[src/sv/vector_reflect_refract_unit_defines.svh]
// Assertion macros for the vector reflect/refract unit.
// No dependencies; included by the modules that carry assertions.
`ifndef VECTOR_REFLECT_REFRACT_UNIT_DEFINES_SVH
`define VECTOR_REFLECT_REFRACT_UNIT_DEFINES_SVH

// ante implies cons in the same cycle
`define VRR_ASSERT_IMP(lbl, clk, rstn, ante, cons) \
  lbl: assert property (@(posedge clk) disable iff (!rstn) (ante) |-> (cons)) \
    else $error("vrr assertion failed");

// ante implies cons in the following cycle
`define VRR_ASSERT_NXT(lbl, clk, rstn, ante, cons) \
  lbl: assert property (@(posedge clk) disable iff (!rstn) (ante) |=> (cons)) \
    else $error("vrr assertion failed");

`endif

[src/sv/vrr_pkg.sv]
// Types, constants and fixed-point helpers for the vector reflect/refract unit.
// No dependencies.
`timescale 1ns / 1ps
`default_nettype none
package vrr_pkg;

  localparam int CW   = 16;             // component width
  localparam int FB   = 13;             // fraction bits
  localparam int IW   = CW + 3;         // intermediate width
  localparam int PW   = 2 * IW - FB + 1; // rounded product width
  localparam int SW   = PW + 2;         // sum width
  localparam int VW   = IW - 1 + FB;    // radicand width
  localparam int RW   = (VW + 1) / 2;   // root width
  localparam int REMW = RW + 3;         // remainder width

  localparam logic signed [IW-1:0] ONE = IW'(1 << FB);

  typedef enum logic {
    ACT_REFLECT = 1'b0,
    ACT_REFRACT = 1'b1
  } action_e;

  typedef struct packed {
    action_e                action;
    logic signed [CW-1:0]   inc_x;
    logic signed [CW-1:0]   inc_y;
    logic signed [CW-1:0]   inc_z;
    logic signed [CW-1:0]   nrm_x;
    logic signed [CW-1:0]   nrm_y;
    logic signed [CW-1:0]   nrm_z;
    logic        [CW-2:0]   ratio;
  } req_t;

  typedef struct packed {
    logic signed [CW-1:0] out_x;
    logic signed [CW-1:0] out_y;
    logic signed [CW-1:0] out_z;
    logic                 total_internal;
    logic                 saturated;
  } res_t;

  // sideband that rides along the square-root stages
  typedef struct packed {
    action_e             action;
    logic [2:0][CW-1:0]  nrm;
    logic [2:0][PW-1:0]  a;     // I (reflect) or eta*I (refract)
    logic [PW-1:0]       ed;    // eta*(N.I)
    logic [IW-1:0]       s;     // 2(N.I)
    logic                tir;
    logic                sat;
  } sb_t;

  // round(a*b / 2^FB), half away from zero
  function automatic logic signed [PW-1:0] mulr(input logic signed [IW-1:0] a,
                                                input logic signed [IW-1:0] b);
    logic signed [2*IW-1:0] p;
    logic        [2*IW-1:0] mag;
    logic        [2*IW-1:0] rm;
    p   = a * b;
    mag = p[2*IW-1] ? (2*IW)'(-p) : (2*IW)'(p);
    rm  = (mag + {{(2*IW-FB){1'b0}}, 1'b1, {(FB-1){1'b0}}}) >> FB;
    return p[2*IW-1] ? -$signed(rm[PW-1:0]) : $signed(rm[PW-1:0]);
  endfunction

  function automatic logic ovf_iw(input logic signed [SW-1:0] v);
    return v[SW-1:IW-1] != {(SW-IW+1){v[IW-1]}};
  endfunction

  function automatic logic signed [IW-1:0] clip_iw(input logic signed [SW-1:0] v);
    if (!ovf_iw(v)) begin
      return v[IW-1:0];
    end
    return v[SW-1] ? {1'b1, {(IW-1){1'b0}}} : {1'b0, {(IW-1){1'b1}}};
  endfunction

  function automatic logic ovf_cw(input logic signed [SW-1:0] v);
    return v[SW-1:CW-1] != {(SW-CW+1){v[CW-1]}};
  endfunction

  function automatic logic signed [CW-1:0] clip_cw(input logic signed [SW-1:0] v);
    if (!ovf_cw(v)) begin
      return v[CW-1:0];
    end
    return v[SW-1] ? {1'b1, {(CW-1){1'b0}}} : {1'b0, {(CW-1){1'b1}}};
  endfunction

endpackage
`default_nettype wire

[src/sv/vrr_back.sv]
// Back pipeline: scale factor, normal products and saturated result, three stages.
// Depends on vrr_pkg.
`timescale 1ns / 1ps
`default_nettype none
module vrr_back import vrr_pkg::*; (
  input  wire logic          clk_i,
  input  wire logic          rst_ni,
  input  wire logic          vld_i,
  input  wire logic [RW-1:0] root_i,
  input  wire sb_t           sb_i,
  output logic               done_o,
  output res_t               res_o
);

  logic [2:0] vld_q;

  // stage 7: m
  logic signed [SW-1:0] m_w;
  logic                 refr;
  logic signed [IW-1:0] m_q;
  sb_t                  sb7_q, sb7_d;

  assign refr = (sb_i.action == ACT_REFRACT);
  assign m_w  = SW'($signed(sb_i.ed)) + SW'($signed({1'b0, root_i}));

  always_comb begin
    sb7_d     = sb_i;
    sb7_d.sat = sb_i.sat | (refr && !sb_i.tir && ovf_iw(m_w));
  end

  always_ff @(posedge clk_i) begin
    m_q       <= refr ? clip_iw(m_w) : $signed(sb_i.s);
    sb7_q     <= sb7_d;
  end

  // stage 8: m * N
  logic signed [PW-1:0] q_q [3];
  sb_t                  sb8_q;

  always_ff @(posedge clk_i) begin
    for (int i = 0; i < 3; i++) begin
      q_q[i] <= mulr(m_q, IW'($signed(sb7_q.nrm[i])));
    end
    sb8_q <= sb7_q;
  end

  // stage 9: a - m*N, saturate
  logic signed [SW-1:0] dif [3];
  logic signed [CW-1:0] oc  [3];
  logic                 osat;
  res_t                 res_d, res_q;

  always_comb begin
    osat = 1'b0;
    for (int i = 0; i < 3; i++) begin
      dif[i] = SW'($signed(sb8_q.a[i])) - SW'(q_q[i]);
      oc[i]  = sb8_q.tir ? '0 : clip_cw(dif[i]);
      osat   = osat | (!sb8_q.tir && ovf_cw(dif[i]));
    end
    res_d.out_x          = oc[0];
    res_d.out_y          = oc[1];
    res_d.out_z          = oc[2];
    res_d.total_internal = sb8_q.tir;
    res_d.saturated      = sb8_q.sat | osat;
  end

  always_ff @(posedge clk_i) begin
    res_q <= res_d;
  end

  always_ff @(posedge clk_i or negedge rst_ni) begin
    if (!rst_ni) begin
      vld_q <= '0;
    end else begin
      vld_q <= {vld_q[1:0], vld_i};
    end
  end

  assign done_o = vld_q[2];
  assign res_o  = res_q;

endmodule
`default_nettype wire

[config.mk]
export PLATFORM = sky130hd
export DESIGN_NAME = vrr_back
export DESIGN_NICKNAME = d
export VERILOG_FILES = /design/src/sv/vector_reflect_refract_unit_defines.svh /design/src/sv/vrr_pkg.sv /design/src/sv/vrr_back.sv
export SDC_FILE = /design/constraint.sdc
export NUM_CORES = 2
export LEC_CHECK = 0
export BUFFER_PORTS_ARGS = -buffer_cell sky130_fd_sc_hd__buf_4
export CORE_ASPECT_RATIO = 0.7
export CORE_MARGIN = 4
export CORE_UTILIZATION = 35
export CTS_BUF_LIST = sky130_fd_sc_hd__clkbuf_8 sky130_fd_sc_hd__clkbuf_16
export CTS_CLUSTER_DIAMETER = 80
export CTS_CLUSTER_SIZE = 24
export DETAILED_ROUTE_END_ITERATION = 12
export SYNTH_ARGS = -nofsm -noshare
export SYNTH_HDL_FRONTEND = slang
export SYNTH_SLANG_ARGS = --single-unit
[constraint.sdc]
create_clock -name clk_i -period 27.8 [get_ports clk_i]
set_input_delay 0 -clock clk_i [delete_from_list [all_inputs] [get_ports clk_i]]
set_output_delay 0 -clock clk_i [all_outputs]
set_load 0.05 [all_outputs]
==> results.md <==
- Outcome: completed
- Placeable Area: ~150,000 um2
- Most common library cell in the layout ignoring fill and taps: sky130_fd_sc_hd__inv_1
- Final worst path period need: 11.32 ns
- Final-layout fill cell count: approximately 15,000
- Final worst setup slack: 16.48 ns
- Worst-Margin Slew: between 1 and 1.5 ns
- Async set or reset register ratio after synthesis: 0.00838
- Number of buffers on the longest clock path: 3
- Die width: 480 um
- Worst endpoint required time: roughly 28 ns
- Period utilization: 0.407
- HPWL after detailed placement: 115,000 um
- Dominant synthesized flop cell: sky130_fd_sc_hd__dfxtp_1
- Reg-to-Reg Start: m_q[9]
- DR vias: 43,300
- Cells after synthesis: 6,256
- Average instance area after synthesis: 8.72 um2
- Delay contributed by the slowest stage of the critical path: 1.09 ns
- Total track usage: 0.180
- Number of buffers created by CTS: 31
- Launch point of the worst path: m_q[9]
- Post-synthesis cell type count: 107
- Top cell by count, worst path: sky130_fd_sc_hd__fa_1
- Launch point of the worst hold path: sb_i[126]
- Reg-to-Reg End: q_q[0][21]
- Number of rows in the core area: 120
- Router iterations before antenna repair: 7
- Met2 demand-to-capacity share in global routing: 0.274
- Buffer and inverter count on the worst path: 5
- Arrival @ worst endpoint: 11.87 ns
- Met1 track demand over resource in global routing: 0.268
- Worst clock skew: 0.0197 ns
- Global-route wire length before repair: between 200,000 and 250,000 um
- Clock-pin slew reported for the worst setup and hold paths after clock tree synthesis: 0.09 ns
- Gp weighted congestion: 0.879
- Detailed-route wire length per cell: 16.6 um
- Die height: 338 um
- Number of violations of the max-capacitance limit: 0
- Number of global-route vias before repair: around 45,000
- RSZ-0062 raised after global routing: no
- Worst min-delay path class: in -> reg
- Final Hold Fails: 0
- Sinks on Clock Net: 358
- Sort of element at the end of the critical path: flip-flop
- Count of pins over their slew limit: 0
- Fraction of final layout cells with drive strength greater than 1: 0.0673
- Total overflow reported by the global router: 0
- Top library cells by usage in the layout, fill and taps aside: 1,150 x sky130_fd_sc_hd__inv_1, 916 x sky130_fd_sc_hd__fa_1, 654 x sky130_fd_sc_hd__nand2_1, 453 x sky130_fd_sc_hd__and2_1, 364 x sky130_fd_sc_hd__ha_1
- Accumulated negative setup slack: 0 ns
- Family with the most delay on the worst path: compound AO/OA/AOI/OAI gates
- Post-synthesis net count: 7,729
- Number of antenna violations at the first check in global routing: 7
- Critical Path End: q_q[0][21]
- Total number of cells along the worst setup path: 35
- Number of nets in the finished design: slightly above 8,000
- Clock tree from TritonCTS: done
- DR DRC count: 0
- H-tree levels: 1
- Number of setup violations in the final report: 0
- Area growth, synth to finish: 14.7%
- Area enclosed by the die boundary: 162,000 um2
- Clock root buffer: sky130_fd_sc_hd__clkbuf_16
- Detail-routed via count per cell: 4.98
- Remaining max-slew budget at the tightest pin: 0.178
- Register area share after synthesis: 0.132
- Global routing usage on met3: 0.0323
- Worst slack, placed: 16.64 ns
- WS Path Type: reg -> reg
- Yosys warnings: 0
- Crit-path slowest cell: sky130_fd_sc_hd__dfxtp_2
- Total wirelength of the detailed-routed design: 145,000 um
- Peak clock frequency supported by timing: about 0.088 GHz
- Number of synthesized flops with an enable pin: 0
- Register-to-register setup slack: 16.48 ns
- Highest-utilization routing layer at the global route stage: met2
- Worst Setup Start Kind: flip-flop
- Number of input and output port buffers inserted: ~240
- #FFs+latches synth: 358
- Antenna violation net count after detailed routing: 0
- Initial detailed-routing violation count: between 2,000 and 3,000
- Maximum number of pins on one net before global-route repair: a little over 50
- Starting utilization of the core area: 0.354
- Post-synthesis cell area: around 55,000 um2
- Cell depth of the worst flop-to-flop path: 35
- Post-CTS Setup Repair Bufs: 0
- Clock latency on the worst-skew pair: 0.66 ns
- Total I/O pin count: 244
- Largest fanout on the critical path: 50
metal layers:
metal  vias up  share of wire
met5         -       0.000090
met4         2          0.017
met3       119          0.065
met2      1181           0.43
met1     21400           0.49
li1      20600              -
worst min path at each step:
stage | endpoint | depth (start not counted)
6_report | sb7_q[126] | 2
2_1_floorplan | vld_q[0] | 0
3_5_place_dp | vld_q[1] | 1
5_1_grt | sb7_q[161] | 2
4_1_cts | sb7_q[0] | 3
3_3_place_gp | vld_q[2] | 1
repair_timing:
item                                   in CTS  in global routing
endpoints found under the hold margin     151                  0
gates resized for setup                     0                  0
hold buffers                              308                  0
synth_stat cells (all sizes together), types with 15 or more instances:
| cell type | number | area share |
|---|---|---|
| and3 | 46 | 0.0053 |
| xnor2 | 217 | 0.035 |
| nor3 | 102 | 0.0098 |
| nor3b | 19 | 0.0026 |
| o211ai | 29 | 0.0041 |
| a211o | 15 | 0.0026 |
| or3 | 36 | 0.0041 |
| nand2b | 65 | 0.0075 |
| mux2i | 22 | 0.0040 |
| o31ai | 22 | 0.0031 |
| o21ai | 159 | 0.015 |
| a2111oi | 20 | 0.0036 |
| or2 | 27 | 0.0031 |
| a21oi | 248 | 0.023 |
| o21bai | 18 | 0.0025 |
| a21boi | 17 | 0.0023 |
| ha | 364 | 0.084 |
| nand3 | 124 | 0.011 |
| or4 | 19 | 0.0027 |
| clkbuf | 251 | 0.017 |
| o21a | 45 | 0.0062 |
| a21o | 71 | 0.0098 |
| buf | 20 | 0.0016 |
| nor2 | 255 | 0.018 |
| nor4 | 44 | 0.0058 |
| and2 | 455 | 0.052 |
| nand4 | 36 | 0.0042 |
| xor2 | 85 | 0.014 |
| nand2 | 654 | 0.045 |
| inv | 1150 | 0.079 |
| dfxtp | 355 | 0.13 |
| nand3b | 16 | 0.0022 |
| a211oi | 40 | 0.0062 |
| a31oi | 34 | 0.0039 |
| nor2b | 30 | 0.0035 |
| fa | 916 | 0.34 |
final cells by class:
| cell class | count | area [um2] | share of cell area |
|---|---|---|---|
| Inverter | 1150 | 4320 | 0.0690 |
| Tap cell | 2074 | 2590 | 0.0415 |
| Timing Repair Buffer | 589 | 5190 | 0.0830 |
| Multi-Input combinational cell | 4477 | 42000 | 0.672 |
| Clock inverter | 19 | 397 | 0.00634 |
| Clock buffer | 32 | 790 | 0.0126 |
| Antenna cell | 1 | 2.50 | 0.0000400 |
| Sequential cell | 358 | 7210 | 0.115 |
metrics by stage:
stage | instance area [um2] | utilization | hold WS (ns) | std cells
detailed placement | 58300 | 0.379 | -0.210 | 8340
global placement | 58300 | 0.379 | -0.212 | 8340
CTS | 62500 | 0.406 | 0.00177 | 8699
floorplan | 54500 | - | -0.296 | 6256
global route | 62500 | 0.406 | 0.0289 | 8700
finish | 62500 | 0.406 | 0.0437 | 8700
cell families (layout without fill, tap and decap cells):
kind of cell             Yosys count  in the layout  share of synthesized area
other                              0              1                          0
AO/OA/AOI/OAI                    884            884                      0.109
XOR/XNOR                         304            304                     0.0496
buffers and inverters           1421           1790                     0.0980
adder cells (fa/ha/maj)         1280           1280                      0.420
multiplexers                      30             30                    0.00569
AND/OR/NAND/NOR                 1979           1979                      0.186
flip-flops                       358            358                      0.132
registers in the layout (all words and copies together) (netlist names):
name   flops
sb7_q    128
sb8_q     79
q_q       78
res_o     50
m_q       19
vld_q      3
res_d      1
Power is left out: the tool's default activity adds up to more than one toggle a clock period on the data nets, which glitch-free logic cannot reach.
