File: config.mk
export PLATFORM = sky130hd
export DESIGN_NAME = vrr_isqrt
export DESIGN_NICKNAME = d
export VERILOG_FILES = /design/src/sv/vrr_pkg.sv /design/src/sv/vrr_isqrt.sv
export VERILOG_INCLUDE_DIRS = /design/src /design/src/sv
export SDC_FILE = /design/constraint.sdc
export NUM_CORES = 1
export LEC_CHECK = 0
export BUFFER_PORTS_ARGS = -buffer_cell sky130_fd_sc_hd__buf_2
export CORE_UTILIZATION = 45
export CTS_CLUSTER_DIAMETER = 200
export DETAILED_ROUTE_END_ITERATION = 7
export SYNTH_ARGS = -nofsm -noshare
export SYNTH_HDL_FRONTEND = slang
export SYNTH_SLANG_ARGS = --single-unit
File: constraint.sdc
create_clock -name clk_i -period 4.9 [get_ports clk_i]
set_input_delay 0.245 -clock clk_i [delete_from_list [all_inputs] [get_ports clk_i]]
set_output_delay 0.245 -clock clk_i [all_outputs]
set_load 0.05 [all_outputs]
File: src/sv/vector_reflect_refract_unit_defines.svh
// Assertion macros for the vector reflect/refract unit.
// No dependencies; included by the modules that carry assertions.
`ifndef VECTOR_REFLECT_REFRACT_UNIT_DEFINES_SVH
`define VECTOR_REFLECT_REFRACT_UNIT_DEFINES_SVH

// ante implies cons in the same cycle
`define VRR_ASSERT_IMP(lbl, clk, rstn, ante, cons) \
  lbl: assert property (@(posedge clk) disable iff (!rstn) (ante) |-> (cons)) \
    else $error("vrr assertion failed");

// ante implies cons in the following cycle
`define VRR_ASSERT_NXT(lbl, clk, rstn, ante, cons) \
  lbl: assert property (@(posedge clk) disable iff (!rstn) (ante) |=> (cons)) \
    else $error("vrr assertion failed");

`endif

File: src/sv/vrr_pkg.sv
// Types, constants and fixed-point helpers for the vector reflect/refract unit.
// No dependencies.
`timescale 1ns / 1ps
`default_nettype none
package vrr_pkg;

  localparam int CW   = 16;             // component width
  localparam int FB   = 13;             // fraction bits
  localparam int IW   = CW + 3;         // intermediate width
  localparam int PW   = 2 * IW - FB + 1; // rounded product width
  localparam int SW   = PW + 2;         // sum width
  localparam int VW   = IW - 1 + FB;    // radicand width
  localparam int RW   = (VW + 1) / 2;   // root width
  localparam int REMW = RW + 3;         // remainder width

  localparam logic signed [IW-1:0] ONE = IW'(1 << FB);

  typedef enum logic {
    ACT_REFLECT = 1'b0,
    ACT_REFRACT = 1'b1
  } action_e;

  typedef struct packed {
    action_e                action;
    logic signed [CW-1:0]   inc_x;
    logic signed [CW-1:0]   inc_y;
    logic signed [CW-1:0]   inc_z;
    logic signed [CW-1:0]   nrm_x;
    logic signed [CW-1:0]   nrm_y;
    logic signed [CW-1:0]   nrm_z;
    logic        [CW-2:0]   ratio;
  } req_t;

  typedef struct packed {
    logic signed [CW-1:0] out_x;
    logic signed [CW-1:0] out_y;
    logic signed [CW-1:0] out_z;
    logic                 total_internal;
    logic                 saturated;
  } res_t;

  // sideband that rides along the square-root stages
  typedef struct packed {
    action_e             action;
    logic [2:0][CW-1:0]  nrm;
    logic [2:0][PW-1:0]  a;     // I (reflect) or eta*I (refract)
    logic [PW-1:0]       ed;    // eta*(N.I)
    logic [IW-1:0]       s;     // 2(N.I)
    logic                tir;
    logic                sat;
  } sb_t;

  // round(a*b / 2^FB), half away from zero
  function automatic logic signed [PW-1:0] mulr(input logic signed [IW-1:0] a,
                                                input logic signed [IW-1:0] b);
    logic signed [2*IW-1:0] p;
    logic        [2*IW-1:0] mag;
    logic        [2*IW-1:0] rm;
    p   = a * b;
    mag = p[2*IW-1] ? (2*IW)'(-p) : (2*IW)'(p);
    rm  = (mag + {{(2*IW-FB){1'b0}}, 1'b1, {(FB-1){1'b0}}}) >> FB;
    return p[2*IW-1] ? -$signed(rm[PW-1:0]) : $signed(rm[PW-1:0]);
  endfunction

  function automatic logic ovf_iw(input logic signed [SW-1:0] v);
    return v[SW-1:IW-1] != {(SW-IW+1){v[IW-1]}};
  endfunction

  function automatic logic signed [IW-1:0] clip_iw(input logic signed [SW-1:0] v);
    if (!ovf_iw(v)) begin
      return v[IW-1:0];
    end
    return v[SW-1] ? {1'b1, {(IW-1){1'b0}}} : {1'b0, {(IW-1){1'b1}}};
  endfunction

  function automatic logic ovf_cw(input logic signed [SW-1:0] v);
    return v[SW-1:CW-1] != {(SW-CW+1){v[CW-1]}};
  endfunction

  function automatic logic signed [CW-1:0] clip_cw(input logic signed [SW-1:0] v);
    if (!ovf_cw(v)) begin
      return v[CW-1:0];
    end
    return v[SW-1] ? {1'b1, {(CW-1){1'b0}}} : {1'b0, {(CW-1){1'b1}}};
  endfunction

endpackage
`default_nettype wire

File: src/sv/vrr_isqrt.sv
// Pipelined integer square root of k * 2^FB, one root bit per stage.
// Depends on vrr_pkg and the assertion macro header.
`timescale 1ns / 1ps
`default_nettype none
`include "vector_reflect_refract_unit_defines.svh"
module vrr_isqrt import vrr_pkg::*; (
  input  wire logic          clk_i,
  input  wire logic          rst_ni,
  input  wire logic          vld_i,
  input  wire logic [IW-2:0] k_i,
  output logic               vld_o,
  output logic [RW-1:0]      root_o
);

  logic [RW-1:0]     vld_q;
  logic [REMW-1:0]   rem_q  [RW];
  logic [RW-1:0]     root_q [RW];
  logic [2*RW-1:0]   rad_q  [RW];

  for (genvar j = 0; j < RW; j++) begin : g_stage
    logic [REMW-1:0] rem_in, remx, trial;
    logic [RW-1:0]   root_in;
    logic [2*RW-1:0] rad_in;
    logic            vin;

    if (j == 0) begin : g_first
      assign rem_in  = '0;
      assign root_in = '0;
      assign rad_in  = (2*RW)'({k_i, {FB{1'b0}}});
      assign vin     = vld_i;
    end else begin : g_next
      assign rem_in  = rem_q[j-1];
      assign root_in = root_q[j-1];
      assign rad_in  = rad_q[j-1];
      assign vin     = vld_q[j-1];
    end

    assign remx  = {rem_in[REMW-3:0], rad_in[2*RW-1:2*RW-2]};
    assign trial = REMW'({root_in, 2'b01});

    always_ff @(posedge clk_i) begin
      if (remx >= trial) begin
        rem_q[j]  <= remx - trial;
        root_q[j] <= {root_in[RW-2:0], 1'b1};
      end else begin
        rem_q[j]  <= remx;
        root_q[j] <= {root_in[RW-2:0], 1'b0};
      end
      rad_q[j] <= rad_in << 2;
    end

    always_ff @(posedge clk_i or negedge rst_ni) begin
      if (!rst_ni) begin
        vld_q[j] <= 1'b0;
      end else begin
        vld_q[j] <= vin;
      end
    end
  end

  assign vld_o  = vld_q[RW-1];
  assign root_o = root_q[RW-1];

  // remainder never exceeds 2*root, else the root is too small
  `VRR_ASSERT_IMP(a_rem_bound, clk_i, rst_ni, vld_o, rem_q[RW-1] <= REMW'({root_q[RW-1], 1'b0}))

endmodule
`default_nettype wire

==> impl_results.rst <==
.. list-table::
   :header-rows: 1

   * - Metric
     - Value
   * - Slack of the critical path
     - 1.74 ns
   * - CP Data Arrival Time
     - ~3.6 ns
   * - Routed length on met2
     - 16.6 mm
   * - Buffer type at the clock tree root
     - sky130_fd_sc_hd__clkbuf_16
   * - DRT antenna net count
     - 0
   * - Vertical die dimension
     - about 200 um
   * - Maximum number of buffers from clock root to sink
     - 3
   * - Period minus WS final
     - 3.16 ns
   * - Startpoint types
     - flip-flop
   * - Number of nets in the layout
     - 2142
   * - Layout area overhead
     - 14.1%
   * - Most frequently used cell type in the post-synthesis netlist
     - sky130_fd_sc_hd__dfxtp_1
   * - Launching point of the worst reg2reg path
     - root_q[1][17]
   * - Placeable Area
     - 40800 sq um
   * - Max transition margin
     - 48.5%
   * - Die area
     - 42300 sq um
   * - Clock slew at reported path FFs
     - 0.06 ns
   * - Unique cell type count in the Yosys netlist
     - 80
   * - Post-DR wirelength/cell
     - 13.9 um
   * - Row Count
     - 74
   * - Area share of the largest cell type after synthesis
     - 47.7%
   * - Level count of the clock H-tree
     - 2
   * - Pleak
     - 10.0 nW
   * - Synth Flop Type
     - sky130_fd_sc_hd__dfxtp_1
   * - Synth Area in XOR/XNOR
     - under 10%
   * - Total of cells resized after clock tree synthesis
     - 0
   * - Ratio of final minimum period to clock period
     - roughly 65%
   * - Wire length of the first global-routing pass
     - 60.1 mm
   * - Drt initial violations
     - 589
   * - Register bit count reported by yosys
     - 461
   * - Combinational family with the most area after synthesis
     - compound AO/OA/AOI/OAI gates
   * - Setup Buffers After CTS
     - 0
   * - Post-route DRC violation count
     - 0
   * - Multi-input logic area
     - 8540 sq um
   * - Type of the worst min-delay path
     - in2async
   * - Maximum number of pins on one net before global-route repair
     - 25
   * - Multiplexer share of the synthesized area
     - 2.11%
   * - Critical path peak fanout
     - 21
   * - Last weighted congestion value of the routability-driven placer
     - 0.825
   * - Category of the worst setup path capture point
     - flip-flop
   * - Slew Limit Fails
     - 0
   * - Post-synth EDFFs
     - 0
   * - Maximum ir drop on the vdd rail
     - 0.307 mV
   * - Die Wd
     - 206 um
   * - HPWL Detailed
     - around 26 mm
   * - Worst setup path class
     - reg2reg
   * - Number of cells in the design after placement
     - 2437
   * - Post-synth net total
     - a little over 2000
   * - Clock Latency Late Sink
     - 0.58 ns
   * - Synthesized-area fraction occupied by ao, oa, aoi and oai cells
     - 13.8%
   * - Setup slack on the worst flop-to-flop path
     - 1.74 ns
   * - CP max stage delay
     - between 0.7 and 0.8 ns
   * - Critical-path cell with the highest stage delay
     - sky130_fd_sc_hd__nand3_1
   * - Peak clock frequency supported by timing
     - approximately 320 MHz
   * - Worst flop-to-flop path endpoint
     - rem_q[1][46]
   * - Buffers on Ports
     - 37
   * - GRT Overall Usage
     - 17.4%
   * - Sequential cell area fraction in the yosys report
     - 49.9%
   * - Synth Cell Area
     - 18700 sq um
   * - Total power after layout
     - 11.3 mW
   * - Final cell count without fillers
     - between 2000 and 3000
   * - Routed wl met3
     - 1.15 mm
   * - Number of instances in the synthesized netlist
     - approximately 1900
   * - Arithmetic-cell share of the synthesized area counting full adders, half adders and majority gates
     - 9.96%
   * - GR Overflow Total
     - 0
   * - Slew of the pin with the lowest slew margin
     - 0.754 ns
   * - Worst reg-to-reg path cell count
     - 7
   * - Via count normalized by instance count
     - 5.09
   * - Vias in the first global route
     - 12673
   * - Wirelength, routed
     - 35.5 mm
   * - Status
     - completed
   * - Required time of the critical path
     - 5.35 ns
   * - Worst Clk Skew
     - 0.0175 ns
   * - Number of hold-slack violations in the final timing report
     - 0
   * - Wire length on met1
     - 17.0 mm
   * - Pwr per Cell Area
     - 528 nW/um^2
   * - Summed negative setup slack over all endpoints
     - 0 ns
   * - Ordered list of cells on the worst path
     - inv_1, ha_1, a211oi_1, nor4_1, o31ai_1, nand3_1, mux2_2
   * - Quantity of hold-fixing buffers added after cts
     - 20
   * - Number of iterations in the first detailed-routing pass
     - 5
   * - Pre-CTS setup slack
     - 1.70 ns
   * - Cell types with the largest area share after synthesis
     - sky130_fd_sc_hd__dfxtp_1, sky130_fd_sc_hd__ha_1, sky130_fd_sc_hd__inv_1
   * - Share of synthesized flip-flops with an asynchronous set or reset
     - approximately 3.5%
   * - Initial antenna violation count
     - 0
   * - Most used standard cells in the synthesized netlist
     - sky130_fd_sc_hd__dfxtp_1, sky130_fd_sc_hd__inv_1, sky130_fd_sc_hd__ha_1, sky130_fd_sc_hd__nand2_1, sky130_fd_sc_hd__a21oi_1
   * - Max-cap violations
     - 0
   * - Vias after detailed routing
     - 12964
   * - Reg area
     - 9310 sq um
   * - Setup repair after global routing missed its margin
     - no
   * - Antenna Cells
     - 0
   * - Share of final-layout standard cells stronger than drive strength 1
     - 8.84%
   * - Count of filler cells inserted in the layout
     - 3697
   * - Cell accounting for the most synthesized area
     - sky130_fd_sc_hd__dfxtp_1
   * - CTS tree
     - built
   * - Synthesis warning total
     - 0
   * - Total clock buffers created by CTS
     - 49
   * - Simple logic cell fraction of the synthesized area
     - a little over an eighth
   * - Number of primary I/O pins
     - 38
   * - Sinks on the clock net
     - 461
   * - Initial standard-cell utilization of the core
     - 45.7%
   * - Synthesized area per cell
     - 9.89 sq um
   * - Top layer reached by signal wires
     - met4
   * - Count of endpoints failing setup in the final report
     - 0
-- area by class of cell --
| cell class | instances | share of cell area [%] |
|---|---|---|
| sequential | 461 | 43.7 |
| multi-input combinational | 1210 | 40.1 |
| clock buffer | 75 | 7.02 |
| inverter | 190 | 3.35 |
| tap | 532 | 3.12 |
| timing repair buffer | 64 | 2.06 |
| clock inverter | 13 | 0.699 |
-- flip-flops by register name, summed over array words and instances, names as in the netlist --
name and cells:
g_stage.vin 15, rad_q 81, rem_q 228, root_q 136, vld_o 1
-- stage by stage --
stage | cell area (sq um) | utilization (%) | hold slack [ns]
6_report | 21300 | 52.2 | 0.109
5_1_grt | 21300 | 52.2 | 0.138
4_1_cts | 21300 | 52.2 | 0.0831
3_5_place_dp | 19500 | 47.7 | 0.166
3_3_place_gp | 19500 | 47.7 | 0.157
2_1_floorplan | 18700 | - | -0.0506
-- per-layer routing --
metal | track usage, % | vias up
met5 | 0 | -
met4 | 5.63 | 0
met3 | 3.14 | 53
met2 | 29.4 | 153
met1 | 22.2 | 6045
li1 | - | 6713
-- power by group --
part	internal, mW	switching, mW
clock network	2.25	1.44
registers	4.50	0.536
logic	1.19	1.34
total	7.94	3.32
-- worst max-delay path: cells and delay by family, from the launching register on --
family / cells / cell delay (ns)
fa+ha+maj: 1 / 0.29
compound gates: 2 / 0.98
flops: 1 / 0.36
mux: 1 / 0.51
simple gates: 2 / 0.84
buf+inv: 1 / 0.05
-- worst max-delay path by stage --
stage	startpoint	cells after the start	slack, ns	end
after floorplan	root_q[1][65]	10	2.37	rem_q[1][103]
after global placement	root_q[1][17]	7	1.77	rem_q[1][44]
after detailed placement	root_q[1][17]	7	1.70	rem_q[1][47]
after CTS	root_q[1][17]	7	1.69	rem_q[1][47]
after global routing	root_q[1][17]	7	1.31	rem_q[1][44]
final	root_q[1][17]	7	1.74	rem_q[1][46]
-- placed cells by master, fill, tap and decap left out, types with 13 or more instances in the layout --
master and instances:
sky130_fd_sc_hd__or3_1 17, sky130_fd_sc_hd__a31oi_1 15, sky130_fd_sc_hd__nor2_1 102, sky130_fd_sc_hd__nand2b_1 30
sky130_fd_sc_hd__inv_1 190, sky130_fd_sc_hd__ha_1 139, sky130_fd_sc_hd__nor3_1 48, sky130_fd_sc_hd__mux2_2 27
sky130_fd_sc_hd__nor4_1 30, sky130_fd_sc_hd__a21o_1 31, sky130_fd_sc_hd__o21a_1 29, sky130_fd_sc_hd__buf_2 37
sky130_fd_sc_hd__clkbuf_16 51, sky130_fd_sc_hd__o21ai_0 101, sky130_fd_sc_hd__xor2_1 73, sky130_fd_sc_hd__nor2b_1 23
sky130_fd_sc_hd__nand3_1 31, sky130_fd_sc_hd__o31ai_1 17, sky130_fd_sc_hd__a211oi_1 18, sky130_fd_sc_hd__clkbuf_8 13
sky130_fd_sc_hd__a21oi_1 114, sky130_fd_sc_hd__xnor2_1 62, sky130_fd_sc_hd__nand2_1 127, sky130_fd_sc_hd__dlygate4sd3_1 20
sky130_fd_sc_hd__dfrtp_1 16, sky130_fd_sc_hd__dfxtp_1 445
-- cells by family (layout without fill, tap and decap cells) --
group | Yosys count | count (layout)
AO/OA/AOI/OAI | 405 | 405
multiplexers | 36 | 36
XOR/XNOR | 135 | 135
flip-flops | 461 | 461
adder cells (fa/ha/maj) | 145 | 145
other | 1 | 1
AND/OR/NAND/NOR | 488 | 488
buffers and inverters | 217 | 342
Power figures use the tool's default switching activity.
